==> src/rtl/core/ngac_pkg.sv <==
// Shared types, constants and helper functions for the nine-grid area change block.
// Used by every module under rtl/core but ngac_div; depends on nothing else.
package ngac_pkg;

  // Field widths
  localparam int UID_W      = 16;
  localparam int POS_W      = 16;
  localparam int OLD_W      = 21;
  localparam int AREA_W     = 20;
  localparam int ACT_W      = 2;
  localparam int GRID_W     = 11;
  localparam int CFG_IDX_W  = 3;
  localparam int CFG_DATA_W = 16;

  // Derived widths: clamped position plus one, full new area, area row
  localparam int VPOS_W = POS_W + 1;
  localparam int NEWA_W = VPOS_W + GRID_W + 1;
  localparam int ROW_W  = 21;
  localparam int SLOTS  = 9;
  localparam int SLOT_W = 4;

  // Action codes
  localparam logic [ACT_W-1:0] ACT_LEAVE = 2'd0;
  localparam logic [ACT_W-1:0] ACT_ENTER = 2'd1;
  localparam logic [ACT_W-1:0] ACT_RESET = 2'd2;

  // Register indexes
  localparam logic [CFG_IDX_W-1:0] CFG_AREAS_ACROSS = 3'd0;
  localparam logic [CFG_IDX_W-1:0] CFG_AREAS_DOWN   = 3'd1;
  localparam logic [CFG_IDX_W-1:0] CFG_MAP_WIDTH    = 3'd2;
  localparam logic [CFG_IDX_W-1:0] CFG_MAP_HEIGHT   = 3'd3;
  localparam logic [CFG_IDX_W-1:0] CFG_UNIT_LIMIT   = 3'd4;

  // Register reset values
  localparam logic [GRID_W-1:0] RST_AREAS_ACROSS = 11'd16;
  localparam logic [GRID_W-1:0] RST_AREAS_DOWN   = 11'd16;
  localparam logic [POS_W-1:0]  RST_MAP_WIDTH    = 16'd512;
  localparam logic [POS_W-1:0]  RST_MAP_HEIGHT   = 16'd512;
  localparam logic [UID_W-1:0]  RST_UNIT_LIMIT   = 16'd4096;

  // Default parameter values
  localparam int DEF_CELL_WIDTH  = 32;
  localparam int DEF_CELL_HEIGHT = 32;
  localparam int DEF_QUEUE_DEPTH = 2;

  typedef struct packed {
    logic [GRID_W-1:0] areas_across;
    logic [GRID_W-1:0] areas_down;
    logic [POS_W-1:0]  map_width;
    logic [POS_W-1:0]  map_height;
    logic [UID_W-1:0]  unit_limit;
  } cfg_t;

  // One classified request: the three slot masks select which of the nine
  // neighbors are sent as leave, enter and reset.
  typedef struct packed {
    logic [UID_W-1:0]  unit_tag;
    logic [AREA_W-1:0] new_area;
    logic [AREA_W-1:0] old_base;
    logic [SLOTS-1:0]  leave;
    logic [SLOTS-1:0]  enter;
    logic [SLOTS-1:0]  rst;
  } entry_t;

  // Slots are scanned with x outer and y inner: column is the x offset index.
  function automatic logic [1:0] slot_col(input logic [SLOT_W-1:0] s);
    logic [1:0] c;
    case (s)
      4'd0, 4'd1, 4'd2: c = 2'd0;
      4'd3, 4'd4, 4'd5: c = 2'd1;
      default:          c = 2'd2;
    endcase
    return c;
  endfunction

  function automatic logic [1:0] slot_row(input logic [SLOT_W-1:0] s);
    logic [1:0] r;
    case (s)
      4'd0, 4'd3, 4'd6: r = 2'd0;
      4'd1, 4'd4, 4'd7: r = 2'd1;
      default:          r = 2'd2;
    endcase
    return r;
  endfunction

  // Offset index 0, 1, 2 as a signed step of -1, 0, +1.
  function automatic logic signed [1:0] idx_off(input logic [1:0] i);
    logic signed [1:0] o;
    case (i)
      2'd0:    o = 2'sb11;
      2'd1:    o = 2'sb00;
      default: o = 2'sb01;
    endcase
    return o;
  endfunction

  // Saturate a coordinate difference to the range -3..3.
  function automatic logic signed [2:0] clamp3(input logic signed [ROW_W:0] d);
    logic signed [2:0] c;
    if (d > 22'sd3) begin
      c = 3'sb011;
    end else if (d < -22'sd3) begin
      c = 3'sb101;
    end else begin
      c = d[2:0];
    end
    return c;
  endfunction

  // True when a coordinate difference plus a step stays within one cell.
  function automatic logic near(input logic signed [2:0] d, input logic signed [1:0] step);
    logic signed [3:0] sum;
    sum = $signed({d[2], d}) + $signed({{2{step[1]}}, step});
    return (sum >= -4'sd1) && (sum <= 4'sd1);
  endfunction

endpackage

==> src/rtl/core/ngac_div.sv <==
// Iterative unsigned divider, two quotient bits per cycle.
// Depends on nothing but its parameters; used by the front end.
module ngac_div #(
  parameter int DW = 20,
  parameter int VW = 11
) (
  input  logic          clk,
  input  logic          rst_n,
  input  logic          start,
  input  logic [DW-1:0] dividend,
  input  logic [VW-1:0] divisor,
  output logic          busy,
  output logic [DW-1:0] quot,
  output logic [VW-1:0] rem
);
  localparam int STEPS = (DW + 1) / 2;
  localparam int PW    = 2 * STEPS;
  localparam int CW    = $clog2(STEPS + 1);

  logic [PW-1:0] sh_r, sh_nxt;
  logic [VW-1:0] rem_r, rem_nxt;
  logic [VW-1:0] dvs_r;
  logic [CW-1:0] cnt_r;
  logic          busy_r;

  // Two restoring steps: shift in a dividend bit, subtract when it fits.
  always_comb begin
    logic [VW:0]   part;
    logic          q_hi;
    logic          q_lo;
    part = {rem_r, sh_r[PW-1]};
    q_hi = part >= {1'b0, dvs_r};
    if (q_hi) begin
      part = part - {1'b0, dvs_r};
    end
    part = {part[VW-1:0], sh_r[PW-2]};
    q_lo = part >= {1'b0, dvs_r};
    if (q_lo) begin
      part = part - {1'b0, dvs_r};
    end
    rem_nxt = part[VW-1:0];
    sh_nxt  = {sh_r[PW-3:0], q_hi, q_lo};
  end

  // Step counter.
  always_ff @(posedge clk) begin
    if (!rst_n) begin
      busy_r <= 1'b0;
      cnt_r  <= '0;
    end else if (start) begin
      busy_r <= 1'b1;
      cnt_r  <= CW'(STEPS);
    end else if (busy_r) begin
      cnt_r <= cnt_r - 1'b1;
      if (cnt_r == CW'(1)) begin
        busy_r <= 1'b0;
      end
    end
  end

  // Working registers: the dividend shifts out as quotient bits shift in.
  always_ff @(posedge clk) begin
    if (start) begin
      sh_r  <= PW'(dividend);
      rem_r <= '0;
      dvs_r <= divisor;
    end else if (busy_r) begin
      sh_r  <= sh_nxt;
      rem_r <= rem_nxt;
    end
  end

  assign busy = busy_r;
  assign quot = sh_r[DW-1:0];
  assign rem  = rem_r;

endmodule

==> src/rtl/core/ngac_front.sv <==
// Front end: accepts a request, computes the new area, splits both areas into
// grid coordinates and classifies the nine neighbors. Uses ngac_pkg and ngac_div.
module ngac_front #(
  parameter int CELL_WIDTH  = ngac_pkg::DEF_CELL_WIDTH,
  parameter int CELL_HEIGHT = ngac_pkg::DEF_CELL_HEIGHT
) (
  input  logic                          clk,
  input  logic                          rst_n,
  input  ngac_pkg::cfg_t                cfg,
  input  logic                          in_valid,
  output logic                          in_stall,
  input  logic [ngac_pkg::UID_W-1:0]    in_unit_id,
  input  logic [ngac_pkg::POS_W-1:0]    in_pos_x,
  input  logic [ngac_pkg::POS_W-1:0]    in_pos_y,
  input  logic signed [ngac_pkg::OLD_W-1:0] in_old_area,
  input  logic                          in_force_reset,
  output logic                          q_push,
  output ngac_pkg::entry_t              q_data,
  input  logic                          q_full
);
  import ngac_pkg::*;

  // Constant division by a cell size as a multiply by its rounded-up reciprocal.
  localparam int SHIFT_X = VPOS_W + $clog2(CELL_WIDTH);
  localparam int SHIFT_Y = VPOS_W + $clog2(CELL_HEIGHT);
  localparam int RECIP_W = VPOS_W + 2;
  localparam int PROD_W  = VPOS_W + RECIP_W;
  localparam logic [RECIP_W-1:0] RECIP_X =
    RECIP_W'(((64'd1 << SHIFT_X) + 64'(CELL_WIDTH) - 64'd1) / 64'(CELL_WIDTH));
  localparam logic [RECIP_W-1:0] RECIP_Y =
    RECIP_W'(((64'd1 << SHIFT_Y) + 64'(CELL_HEIGHT) - 64'd1) / 64'(CELL_HEIGHT));

  // Front-end states
  localparam logic [2:0] F_IDLE  = 3'd0;
  localparam logic [2:0] F_RECIP = 3'd1;
  localparam logic [2:0] F_MUL   = 3'd2;
  localparam logic [2:0] F_DIV   = 3'd3;
  localparam logic [2:0] F_MASK  = 3'd4;
  localparam logic [2:0] F_PUSH  = 3'd5;

  logic [2:0]         fstate_r, fstate_nxt;
  logic [UID_W-1:0]   uid_r;
  logic               uid_ok_r;
  logic [VPOS_W-1:0]  vx_r, vy_r;
  logic [OLD_W-1:0]   old_r;
  logic               force_r;
  logic [VPOS_W-1:0]  gx_r, gy_r;
  logic [NEWA_W-1:0]  newa_r;
  logic [ROW_W-1:0]   ayn_r;
  entry_t             entry_r;
  logic               push_r;

  logic               accept;
  logic [VPOS_W-1:0]  vx_in, vy_in;
  logic [PROD_W-1:0]  prod_x, prod_y;
  logic               old_pos;
  logic [AREA_W-1:0]  old_base;
  logic               div_start;
  logic               busy_o, busy_n;
  logic [AREA_W-1:0]  quot_o, quot_n;
  logic [GRID_W-1:0]  rem_o, rem_n;
  entry_t             entry_nxt;
  logic               push_nxt;

  assign in_stall = (fstate_r != F_IDLE);
  assign accept   = in_valid && !in_stall;

  // Clamp to the map and add one; a coordinate past the map becomes the map size.
  assign vx_in = (in_pos_x >= cfg.map_width)  ? VPOS_W'(cfg.map_width)  : VPOS_W'(in_pos_x) + 1'b1;
  assign vy_in = (in_pos_y >= cfg.map_height) ? VPOS_W'(cfg.map_height) : VPOS_W'(in_pos_y) + 1'b1;

  assign prod_x = PROD_W'(vx_r) * PROD_W'(RECIP_X);
  assign prod_y = PROD_W'(vy_r) * PROD_W'(RECIP_Y);

  // A negative or zero old area sits at grid position (0,0).
  assign old_pos  = !old_r[OLD_W-1] && (old_r[AREA_W-1:0] != '0);
  assign old_base = old_pos ? old_r[AREA_W-1:0] : '0;

  assign div_start = (fstate_r == F_MUL);

  // Old area splits into (column, row); the new column folds into the row.
  ngac_div #(.DW(AREA_W), .VW(GRID_W)) u_div_old (
    .clk      (clk),
    .rst_n    (rst_n),
    .start    (div_start),
    .dividend (old_base),
    .divisor  (cfg.areas_across),
    .busy     (busy_o),
    .quot     (quot_o),
    .rem      (rem_o)
  );

  ngac_div #(.DW(AREA_W), .VW(GRID_W)) u_div_new (
    .clk      (clk),
    .rst_n    (rst_n),
    .start    (div_start),
    .dividend (AREA_W'(gx_r)),
    .divisor  (cfg.areas_across),
    .busy     (busy_n),
    .quot     (quot_n),
    .rem      (rem_n)
  );

  // Classify the nine neighbors of both areas into leave, enter and reset.
  always_comb begin
    logic               gate;
    logic [ROW_W-1:0]   ayo;
    logic [2:0]         ox_ok, oy_ok, nx_ok, ny_ok;
    logic signed [2:0]  dxo, dyo, dxn, dyn;
    logic [1:0]         c, r;
    logic               vo, vn, ov, nv;
    logic               equal;
    gate = (cfg.areas_across != '0) && (cfg.areas_down != '0);
    ayo  = ROW_W'(quot_o);

    // The row above a center exists only when it is inside the grid, which
    // also holds for a center row that lies below the grid.
    ox_ok[0] = (rem_o != '0);
    ox_ok[1] = 1'b1;
    ox_ok[2] = ({1'b0, rem_o} + 1'b1) < {1'b0, cfg.areas_across};
    oy_ok[0] = (ayo != '0) && (ayo <= ROW_W'(cfg.areas_down));
    oy_ok[1] = ayo < ROW_W'(cfg.areas_down);
    oy_ok[2] = ({1'b0, ayo} + 1'b1) < (ROW_W + 1)'(cfg.areas_down);

    nx_ok[0] = (rem_n != '0);
    nx_ok[1] = 1'b1;
    nx_ok[2] = ({1'b0, rem_n} + 1'b1) < {1'b0, cfg.areas_across};
    ny_ok[0] = (ayn_r != '0) && (ayn_r <= ROW_W'(cfg.areas_down));
    ny_ok[1] = ayn_r < ROW_W'(cfg.areas_down);
    ny_ok[2] = ({1'b0, ayn_r} + 1'b1) < (ROW_W + 1)'(cfg.areas_down);

    dxo = clamp3($signed((ROW_W + 1)'(rem_o)) - $signed((ROW_W + 1)'(rem_n)));
    dxn = clamp3($signed((ROW_W + 1)'(rem_n)) - $signed((ROW_W + 1)'(rem_o)));
    dyo = clamp3($signed({1'b0, ayo}) - $signed({1'b0, ayn_r}));
    dyn = clamp3($signed({1'b0, ayn_r}) - $signed({1'b0, ayo}));

    entry_nxt          = '0;
    entry_nxt.unit_tag = uid_r;
    entry_nxt.new_area = newa_r[AREA_W-1:0];
    entry_nxt.old_base = old_base;
    for (int s = 0; s < SLOTS; s++) begin
      c  = slot_col(SLOT_W'(s));
      r  = slot_row(SLOT_W'(s));
      vo = gate && ox_ok[c] && oy_ok[r];
      vn = gate && nx_ok[c] && ny_ok[r];
      ov = near(dxo, idx_off(c)) && near(dyo, idx_off(r));
      nv = near(dxn, idx_off(c)) && near(dyn, idx_off(r));
      entry_nxt.leave[s] = vo && !ov;
      entry_nxt.rst[s]   = vo && ov;
      entry_nxt.enter[s] = vn && !nv;
    end

    // Unchanged area without the force flag, or a bad unit id, sends nothing.
    equal    = !old_r[OLD_W-1] && ({{(NEWA_W - AREA_W){1'b0}}, old_r[AREA_W-1:0]} == newa_r);
    push_nxt = uid_ok_r && !(equal && !force_r) &&
               ({entry_nxt.leave, entry_nxt.enter, entry_nxt.rst} != '0);
  end

  // Sequencer for one request at a time.
  always_comb begin
    fstate_nxt = fstate_r;
    case (fstate_r)
      F_IDLE:  if (accept) fstate_nxt = F_RECIP;
      F_RECIP: fstate_nxt = F_MUL;
      F_MUL:   fstate_nxt = F_DIV;
      F_DIV:   if (!busy_o && !busy_n) fstate_nxt = F_MASK;
      F_MASK:  fstate_nxt = push_nxt ? F_PUSH : F_IDLE;
      F_PUSH:  if (!q_full) fstate_nxt = F_IDLE;
      default: fstate_nxt = F_IDLE;
    endcase
  end

  always_ff @(posedge clk) begin
    if (!rst_n) begin
      fstate_r <= F_IDLE;
      push_r   <= 1'b0;
    end else begin
      fstate_r <= fstate_nxt;
      if (fstate_r == F_MASK) begin
        push_r <= push_nxt;
      end else if (fstate_r == F_PUSH && !q_full) begin
        push_r <= 1'b0;
      end
    end
  end

  // Datapath registers along the sequence.
  always_ff @(posedge clk) begin
    if (accept) begin
      uid_r    <= in_unit_id;
      uid_ok_r <= in_unit_id < cfg.unit_limit;
      vx_r     <= vx_in;
      vy_r     <= vy_in;
      old_r    <= in_old_area;
      force_r  <= in_force_reset;
    end
    if (fstate_r == F_RECIP) begin
      gx_r <= VPOS_W'(prod_x >> SHIFT_X);
      gy_r <= VPOS_W'(prod_y >> SHIFT_Y);
    end
    if (fstate_r == F_MUL) begin
      newa_r <= NEWA_W'(gy_r) * NEWA_W'(cfg.areas_across) + NEWA_W'(gx_r);
    end
    if (fstate_r == F_DIV && !busy_n) begin
      ayn_r <= ROW_W'(gy_r) + ROW_W'(quot_n);
    end
    if (fstate_r == F_MASK) begin
      entry_r <= entry_nxt;
    end
  end

  assign q_push = (fstate_r == F_PUSH) && push_r && !q_full;
  assign q_data = entry_r;

endmodule

==> src/rtl/core/ngac_queue.sv <==
// Short queue of classified requests between the front and back ends.
// Uses ngac_pkg for the entry type.
module ngac_queue #(
  parameter int DEPTH = ngac_pkg::DEF_QUEUE_DEPTH
) (
  input  logic             clk,
  input  logic             rst_n,
  input  logic             push,
  input  ngac_pkg::entry_t push_data,
  output logic             full,
  input  logic             pop,
  output ngac_pkg::entry_t pop_data,
  output logic             empty
);
  import ngac_pkg::*;

  localparam int PTR_W = (DEPTH > 1) ? $clog2(DEPTH) : 1;
  localparam int CNT_W = $clog2(DEPTH + 1);

  entry_t             slots_r [DEPTH];
  logic [PTR_W-1:0]   wr_ptr_r, rd_ptr_r;
  logic [CNT_W-1:0]   count_r;

  assign full     = (count_r == CNT_W'(DEPTH));
  assign empty    = (count_r == '0);
  assign pop_data = slots_r[rd_ptr_r];

  // Pointers and fill count.
  always_ff @(posedge clk) begin
    if (!rst_n) begin
      wr_ptr_r <= '0;
      rd_ptr_r <= '0;
      count_r  <= '0;
    end else begin
      if (push) begin
        wr_ptr_r <= (wr_ptr_r == PTR_W'(DEPTH - 1)) ? '0 : wr_ptr_r + 1'b1;
      end
      if (pop) begin
        rd_ptr_r <= (rd_ptr_r == PTR_W'(DEPTH - 1)) ? '0 : rd_ptr_r + 1'b1;
      end
      if (push && !pop) begin
        count_r <= count_r + 1'b1;
      end else if (pop && !push) begin
        count_r <= count_r - 1'b1;
      end
    end
  end

  // Entry storage.
  always_ff @(posedge clk) begin
    if (push) begin
      slots_r[wr_ptr_r] <= push_data;
    end
  end

endmodule

==> src/rtl/core/ngac_back.sv <==
// Back end: walks the slot masks of one request and sends one result per cycle unless out_stall holds it.
// Uses ngac_pkg for the entry type, action codes and slot tables.
module ngac_back (
  input  logic                           clk,
  input  logic                           rst_n,
  input  logic [ngac_pkg::GRID_W-1:0]    areas_across,
  input  logic                           q_valid,
  input  ngac_pkg::entry_t               q_data,
  output logic                           q_pop,
  output logic                           out_valid,
  input  logic                           out_stall,
  output logic [ngac_pkg::UID_W-1:0]     out_unit_tag,
  output logic [ngac_pkg::ACT_W-1:0]     out_action,
  output logic [ngac_pkg::AREA_W-1:0]    out_target_area,
  output logic [ngac_pkg::AREA_W-1:0]    out_new_area,
  output logic                           out_last
);
  import ngac_pkg::*;

  entry_t             cur_r;
  logic               out_valid_r;
  logic [UID_W-1:0]   out_tag_r;
  logic [ACT_W-1:0]   out_act_r;
  logic [AREA_W-1:0]  out_target_r;
  logic [AREA_W-1:0]  out_newa_r;
  logic               out_last_r;

  logic               cur_any, rest_any, emit, load;
  logic [ACT_W-1:0]   act;
  logic [SLOTS-1:0]   sel_mask, pick;
  logic [SLOT_W-1:0]  slot;
  logic [AREA_W-1:0]  base, target;
  entry_t             cur_nxt;

  // Leave slots go first, then enter, then reset; lowest slot first.
  always_comb begin
    logic [1:0]        c, r;
    logic [AREA_W-1:0] across20, dxe, rowoff;
    if (cur_r.leave != '0) begin
      act      = ACT_LEAVE;
      sel_mask = cur_r.leave;
      base     = cur_r.old_base;
    end else if (cur_r.enter != '0) begin
      act      = ACT_ENTER;
      sel_mask = cur_r.enter;
      base     = cur_r.new_area;
    end else begin
      act      = ACT_RESET;
      sel_mask = cur_r.rst;
      base     = cur_r.old_base;
    end

    pick = '0;
    slot = '0;
    for (int s = SLOTS - 1; s >= 0; s--) begin
      if (sel_mask[s]) begin
        pick = '0;
        pick[s] = 1'b1;
        slot = SLOT_W'(s);
      end
    end

    // Neighbor area: base plus the x step plus one row up or down.
    c        = slot_col(slot);
    r        = slot_row(slot);
    across20 = AREA_W'(areas_across);
    case (c)
      2'd0:    dxe = '1;
      2'd2:    dxe = AREA_W'(1);
      default: dxe = '0;
    endcase
    case (r)
      2'd0:    rowoff = ~across20 + 1'b1;
      2'd2:    rowoff = across20;
      default: rowoff = '0;
    endcase
    target = base + dxe + rowoff;

    cur_nxt = cur_r;
    case (act)
      ACT_LEAVE: cur_nxt.leave = cur_r.leave & ~pick;
      ACT_ENTER: cur_nxt.enter = cur_r.enter & ~pick;
      default:   cur_nxt.rst   = cur_r.rst & ~pick;
    endcase
  end

  assign cur_any  = ({cur_r.leave, cur_r.enter, cur_r.rst} != '0);
  assign rest_any = ({cur_nxt.leave, cur_nxt.enter, cur_nxt.rst} != '0);
  assign emit     = cur_any && (!out_valid_r || !out_stall);
  // Take the next request as the current one sends its final result.
  assign load     = q_valid && (!cur_any || (emit && !rest_any));
  assign q_pop    = load;

  always_ff @(posedge clk) begin
    if (!rst_n) begin
      cur_r       <= '0;
      out_valid_r <= 1'b0;
    end else begin
      if (load) begin
        cur_r <= q_data;
      end else if (emit) begin
        cur_r <= cur_nxt;
      end
      if (emit) begin
        out_valid_r <= 1'b1;
      end else if (!out_stall) begin
        out_valid_r <= 1'b0;
      end
    end
  end

  // Output register holds while the result is stalled.
  always_ff @(posedge clk) begin
    if (emit) begin
      out_tag_r    <= cur_r.unit_tag;
      out_act_r    <= act;
      out_target_r <= target;
      out_newa_r   <= cur_r.new_area;
      out_last_r   <= !rest_any;
    end
  end

  assign out_valid       = out_valid_r;
  assign out_unit_tag    = out_tag_r;
  assign out_action      = out_act_r;
  assign out_target_area = out_target_r;
  assign out_new_area    = out_newa_r;
  assign out_last        = out_last_r;

endmodule

==> src/rtl/core/nine_grid_area_change_diff_top.sv <==
// Channel  Dir  Handshake             Payload
// in       in   in_valid / in_stall   unit_id, pos_x, pos_y, old_area, force_reset
// out      out  out_valid / out_stall unit_tag, action, target_area, new_area, last
// cfg      in   cfg_valid / cfg_ready cfg_index, cfg_data
//
// The front end takes a new request only once it is done with the last one; it
// waits on its two 10-step dividers, which run side by side, and on a full queue.
// The back end sends one result per cycle while out_stall is low, up to 18 per request,
// so the output channel can limit the sustained rate of requests.
// A two-entry queue lets the front end classify the next request while results go out.
// Reset is synchronous on rst_n and returns the registers to their defaults.
// Output stalls back up into the queue and then into in_stall.
//
// Top level of the nine-grid area change block; holds the configuration registers.
// Depends on ngac_pkg, ngac_front, ngac_queue and ngac_back.
module nine_grid_area_change_diff_top #(
  parameter int CELL_WIDTH  = ngac_pkg::DEF_CELL_WIDTH,
  parameter int CELL_HEIGHT = ngac_pkg::DEF_CELL_HEIGHT,
  parameter int QUEUE_DEPTH = ngac_pkg::DEF_QUEUE_DEPTH
) (
  input  logic                              clk,
  input  logic                              rst_n,
  input  logic                              in_valid,
  output logic                              in_stall,
  input  logic [ngac_pkg::UID_W-1:0]        in_unit_id,
  input  logic [ngac_pkg::POS_W-1:0]        in_pos_x,
  input  logic [ngac_pkg::POS_W-1:0]        in_pos_y,
  input  logic signed [ngac_pkg::OLD_W-1:0] in_old_area,
  input  logic                              in_force_reset,
  output logic                              out_valid,
  input  logic                              out_stall,
  output logic [ngac_pkg::UID_W-1:0]        out_unit_tag,
  output logic [ngac_pkg::ACT_W-1:0]        out_action,
  output logic [ngac_pkg::AREA_W-1:0]       out_target_area,
  output logic [ngac_pkg::AREA_W-1:0]       out_new_area,
  output logic                              out_last,
  input  logic                              cfg_valid,
  output logic                              cfg_ready,
  input  logic [ngac_pkg::CFG_IDX_W-1:0]    cfg_index,
  input  logic [ngac_pkg::CFG_DATA_W-1:0]   cfg_data
);
  import ngac_pkg::*;

  cfg_t    cfg_r;
  logic    q_push, q_full, q_pop, q_empty;
  entry_t  q_in, q_out;

  // Configuration registers; writes are always taken.
  assign cfg_ready = 1'b1;

  always_ff @(posedge clk) begin
    if (!rst_n) begin
      cfg_r.areas_across <= RST_AREAS_ACROSS;
      cfg_r.areas_down   <= RST_AREAS_DOWN;
      cfg_r.map_width    <= RST_MAP_WIDTH;
      cfg_r.map_height   <= RST_MAP_HEIGHT;
      cfg_r.unit_limit   <= RST_UNIT_LIMIT;
    end else if (cfg_valid && cfg_ready) begin
      case (cfg_index)
        CFG_AREAS_ACROSS: cfg_r.areas_across <= cfg_data[GRID_W-1:0];
        CFG_AREAS_DOWN:   cfg_r.areas_down   <= cfg_data[GRID_W-1:0];
        CFG_MAP_WIDTH:    cfg_r.map_width    <= cfg_data;
        CFG_MAP_HEIGHT:   cfg_r.map_height   <= cfg_data;
        CFG_UNIT_LIMIT:   cfg_r.unit_limit   <= cfg_data;
        default: ;
      endcase
    end
  end

  ngac_front #(
    .CELL_WIDTH  (CELL_WIDTH),
    .CELL_HEIGHT (CELL_HEIGHT)
  ) u_front (
    .clk            (clk),
    .rst_n          (rst_n),
    .cfg            (cfg_r),
    .in_valid       (in_valid),
    .in_stall       (in_stall),
    .in_unit_id     (in_unit_id),
    .in_pos_x       (in_pos_x),
    .in_pos_y       (in_pos_y),
    .in_old_area    (in_old_area),
    .in_force_reset (in_force_reset),
    .q_push         (q_push),
    .q_data         (q_in),
    .q_full         (q_full)
  );

  ngac_queue #(.DEPTH(QUEUE_DEPTH)) u_queue (
    .clk       (clk),
    .rst_n     (rst_n),
    .push      (q_push),
    .push_data (q_in),
    .full      (q_full),
    .pop       (q_pop),
    .pop_data  (q_out),
    .empty     (q_empty)
  );

  ngac_back u_back (
    .clk             (clk),
    .rst_n           (rst_n),
    .areas_across    (cfg_r.areas_across),
    .q_valid         (!q_empty),
    .q_data          (q_out),
    .q_pop           (q_pop),
    .out_valid       (out_valid),
    .out_stall       (out_stall),
    .out_unit_tag    (out_unit_tag),
    .out_action      (out_action),
    .out_target_area (out_target_area),
    .out_new_area    (out_new_area),
    .out_last        (out_last)
  );

  // The front end never writes a full queue.
  a_no_push_full: assert property (@(posedge clk) disable iff (!rst_n)
    q_push |-> !q_full)
    else $error("queue written while full");

  // The back end never takes from an empty queue.
  a_no_pop_empty: assert property (@(posedge clk) disable iff (!rst_n)
    q_pop |-> !q_empty)
    else $error("queue read while empty");

  // Within one request, results keep the unit and never step back in action.
  a_item_order: assert property (@(posedge clk) disable iff (!rst_n)
    (out_valid && !out_stall && !out_last) |=>
      (!out_valid || ((out_action >= $past(out_action)) &&
                      (out_unit_tag == $past(out_unit_tag)))))
    else $error("results of one request out of order");

endmodule

==> config.mk <==
export PLATFORM = sky130hd
export DESIGN_NAME = nine_grid_area_change_diff_top
export DESIGN_NICKNAME = d
export VERILOG_FILES = /design/src/rtl/core/ngac_pkg.sv /design/src/rtl/core/ngac_div.sv /design/src/rtl/core/ngac_front.sv /design/src/rtl/core/ngac_queue.sv /design/src/rtl/core/ngac_back.sv /design/src/rtl/core/nine_grid_area_change_diff_top.sv
export SDC_FILE = /design/constraint.sdc
export NUM_CORES = 2
export LEC_CHECK = 0
export BUFFER_PORTS_ARGS = -buffer_cell sky130_fd_sc_hd__buf_2
export CAP_MARGIN = 10
export CORE_ASPECT_RATIO = 1.4
export CORE_MARGIN = 2
export CORE_UTILIZATION = 65
export DETAILED_ROUTE_END_ITERATION = 8
export PLACE_DENSITY = 0.85
export SKIP_LAST_GASP = 1
export SLEW_MARGIN = 20
export SYNTH_ARGS = -nofsm -noshare
export SYNTH_HDL_FRONTEND = slang
export SYNTH_HIERARCHICAL = 1
export SYNTH_SLANG_ARGS = --single-unit
export TNS_END_PERCENT = 100
==> constraint.sdc <==
create_clock -name clk -period 16.6 [get_ports clk]
set_clock_uncertainty 0.15 [all_clocks]
set_input_delay 4.15 -clock clk [delete_from_list [all_inputs] [get_ports clk]]
set_output_delay 4.15 -clock clk [all_outputs]
set_load 0.005 [all_outputs]
==> results.py <==
metrics = {
    "grt": {
        "grtUsageTotal_pct": 32.75,
        "grt_pass1_wl_mm": 180.0,
        "antenna_found_initial": 5,
        "grt_max_degree": 102,
        "grt_overflow": 0,
        "grt_pass1_vias": 33530,
    },
    "synth": {
        "synthSimpleGateAreaFrac_pct": 14.00,
        "synthArstFlopShare_pct": 0,
        "ys_seq_elements": 697,
        "yosys-top-cells-area": "edfxtp_1 34%, ha_1 9.2%, dfxtp_1 8.8%",
        "synth_top_family_by_area": "adder cells",
        "ys_warn_count": 6,
        "synth_most_common_cell": "edfxtp_1",
        "post_synth_mux_area_share_pct": 7.744,
        "syn_area_um2": 44550,
        "synth.avg_cell_area_um2": 10.64,
        "ys_types": 114,
        "synthAdderAreaFrac_pct": 15.15,
        "synth-xor-area-share_pct": 3.991,
        "seq_area_frac_synth_pct": 42.60,
        "ys.flop_type": "edfxtp_1",
        "synthCells": 4188,
        "synth-edff-count": 502,
        "synth.largest_area_cell": "edfxtp_1",
        "synth_top_area_share_pct": 33.84,
        "yosys-top-cells-count": "502 x edfxtp_1, 464 x nand2_1, 390 x inv_1",
        "synth-compound-area-share_pct": 11.39,
    },
    "floorplan": {
        "die_width_um": 225.3,
        "die_y_um": 313.8,
        "io_pins": 156,
        "start_util_pct": 65.64,
        "row_count": 113,
        "core_area_um2": 67870,
        "die-area_um2": 70670,
    },
    "clock_network": {
        "clock_path_buffers": 3,
        "numCtsBuffers": 69,
        "postCtsSetupBuffers": 0,
        "ctsHoldBuffers": 0,
        "clkTransAtPathRegs_ps": 70,
        "cts.repair.resized": 0,
        "clkSinkCount": 697,
        "cts_root_buffer": "clkbuf_16",
        "cts_tree": "yes",
        "cts_max_level": 3,
        "clkLatencyLatePin_ps": 660,
    },
    "timing": {
        "max-slew-margin-rel_pct": 19.45,
        "hold_slack_ps": 250.1,
        "rsz0062_at_grt": "false",
        "fmax_mhz": 132.1,
        "tightestPinTransition_ps": 1205,
        "fin_crit_sh_pct": 45.60,
        "tns_ps": 0,
        "finalHoldViolations": 0,
        "fin_crit_ps": 7569,
        "setup_violations": 0,
        "maxSlewViolCount": 0,
    },
    "setup_path": {
        "slowest_delay_ps": 920,
        "crit_fanout": 23,
        "end_kind": "flip-flop",
        "reg2reg_depth": 22,
        "rrSetupSlack_ps": 9030,
        "cp_common_cell": "o21a_1",
        "worst-setup-path-type": "reg2reg",
        "arrival_ps": 7810,
        "cpMaxStageDelayCell": "clkinv_1",
        "required_ps": 16840,
        "crit_chain": "nor4_1 > nand3_1 > nand2_1 > clkinv_1 > a221oi_1 > o21a_1 > o21ai_1 > buf_4 > o21a_1 > o21a_1 > fa_1 > inv_1 > fa_1 > nor2b_1 > o21a_1 > o211ai_1 > a31o_2 > o211a_1 > nor3_1 > a41o_1 > o41a_1 > xnor2_1",
        "setup.worst_path.start_class": "flip-flop",
    },
    "placement": {
        "io_buffer_count": 154,
        "routabilityCongestion": 0.9943,
        "dp_hpwl_mm": 84.38,
        "dpl-instance-area_um2": 45940,
    },
    "detailed_routing": {
        "wl_per_cell_um": 22.27,
        "firstDrtPassIters": 8,
        "detail-route-antenna-nets": 0,
        "drt-initial-drc-count": 3086,
        "wl_mm": 116.5,
        "via_per_inst": 6.367,
        "num_vias": 33300,
        "drcViolationCount": 0,
    },
    "finish": {
        "syn_to_final_growth_pct": 8.572,
        "finish.instance_area_um2": 48370,
        "final_nets": 4862,
        "drive_gt1_share_pct": 12.33,
    },
    "run_status": {
        "status": "finished clean",
    },
    "job": {
        "cap_violations": 0,
    },
    "min_path": {
        "hold-path-cell-count": 0,
        "hold_class": "reg2reg",
    },
}
==> per-layer routing <==
metal / up-vias / track usage, % / routed length (um)
met5: - / 0 / 0
met4: 0 / 20.67 / 7819
met3: 468 / 5.552 / 8339
met2: 1633 / 56.93 / 57590
met1: 16000 / 37.43 / 42740
li1: 15200 / - / -
==> path summary, 6_finish.rpt <==
| path | from | endpoint |
|---|---|---|
| worst max-delay path | u_back/cur_r[10]$_SDFFE_PN0P_ | u_back/out_target_area[19]$_DFFE_PP_ |
| worst min-delay path | u_front/vy_r[12]$_DFFE_PP_ | u_front/gy_r[7]$_DFFE_PP_ |
| worst max register to register | u_back/cur_r[10]$_SDFFE_PN0P_ | u_back/out_target_area[19]$_DFFE_PP_ |
| worst min register to register | u_front/vy_r[12]$_DFFE_PP_ | u_front/gy_r[7]$_DFFE_PP_ |
==> logic make-up after synthesis <==
logic type | count (synthesis)
simple gates | 1264
buf+inv | 538
flops | 697
other cells | 2
mux | 326
compound gates | 697
fa+ha+maj | 461
xor+xnor | 203
==> critical path, delay by kind of cell (launching register included) <==
kind	cells	cell delay, ps
fa+ha+maj	2	970
flops	1	380
compound gates	11	2630
xor+xnor	1	60
buf+inv	3	1210
simple gates	5	1930
==> state kept, by name, summed over array words and instances, names as in the netlist, 20 cells and up, named ones only <==
register,cells
u_front/old_r,21
u_front/q_data,83
cfg_r,70
u_front/u_div_old/quot,20
u_back/cur_nxt,56
u_front/u_div_new/quot,20
u_back/out_new_area,20
u_front/ayn_r,21
u_queue/slots_r,166
u_back/out_target_area,20
u_back/cur_r,27
u_front/newa_r,24
==> metrics by stage <==
| step | std cells | setup WS (ps) | utilization, % |
|---|---|---|---|
| 3_3_place_gp | 5098 | 9264 | 67.69 |
| 4_1_cts | 5224 | 9118 | 71.20 |
| 6_report | 5230 | 9031 | 71.27 |
| 3_5_place_dp | 5098 | 9101 | 67.69 |
| 5_1_grt | 5230 | 8385 | 71.27 |
| 2_1_floorplan | 4195 | 9129 | - |
==> layout by cell type (no fill, tap or decap), drive strengths merged, types with 11 or more instances in the layout <==
cell / synthesis / routed
nor2: 228 / 228
a2111oi: 15 / 15
o211ai: 25 / 25
a31o: 35 / 35
o311a: 20 / 20
ha: 329 / 329
and3: 29 / 29
a21oi: 142 / 142
or3: 26 / 26
nor4: 53 / 53
nand2: 465 / 465
o211a: 11 / 11
nand3: 66 / 66
nor3: 90 / 90
buf: 50 / 188
mux2: 143 / 143
nand2b: 44 / 44
o2111ai: 11 / 11
xor2: 44 / 44
fa: 131 / 131
dfxtp: 195 / 195
inv: 390 / 396
a21o: 56 / 56
o21ai: 111 / 111
a31oi: 20 / 20
nor4b: 13 / 13
o21a: 63 / 63
clkinv: 1 / 25
or2: 20 / 20
and2: 65 / 65
clkbuf: 97 / 88
a21boi: 19 / 19
mux2i: 183 / 183
nor2b: 61 / 61
xnor2: 159 / 159
a211oi: 49 / 49
edfxtp: 502 / 502
nand4: 46 / 46
==> final cells by class <==
class	instances	area [um^2]
multi-input combinational	2960	23380
timing repair buffer	189	1062
clock buffer	87	1856
tap	862	1079
antenna	5	12.51
fill	4675	19500
clock inverter	39	523.0
inverter	391	1468
sequential	697	18980
Power is left out: the tool's default activity adds up to more than one toggle a clock period on the data nets, which glitch-free logic cannot reach.
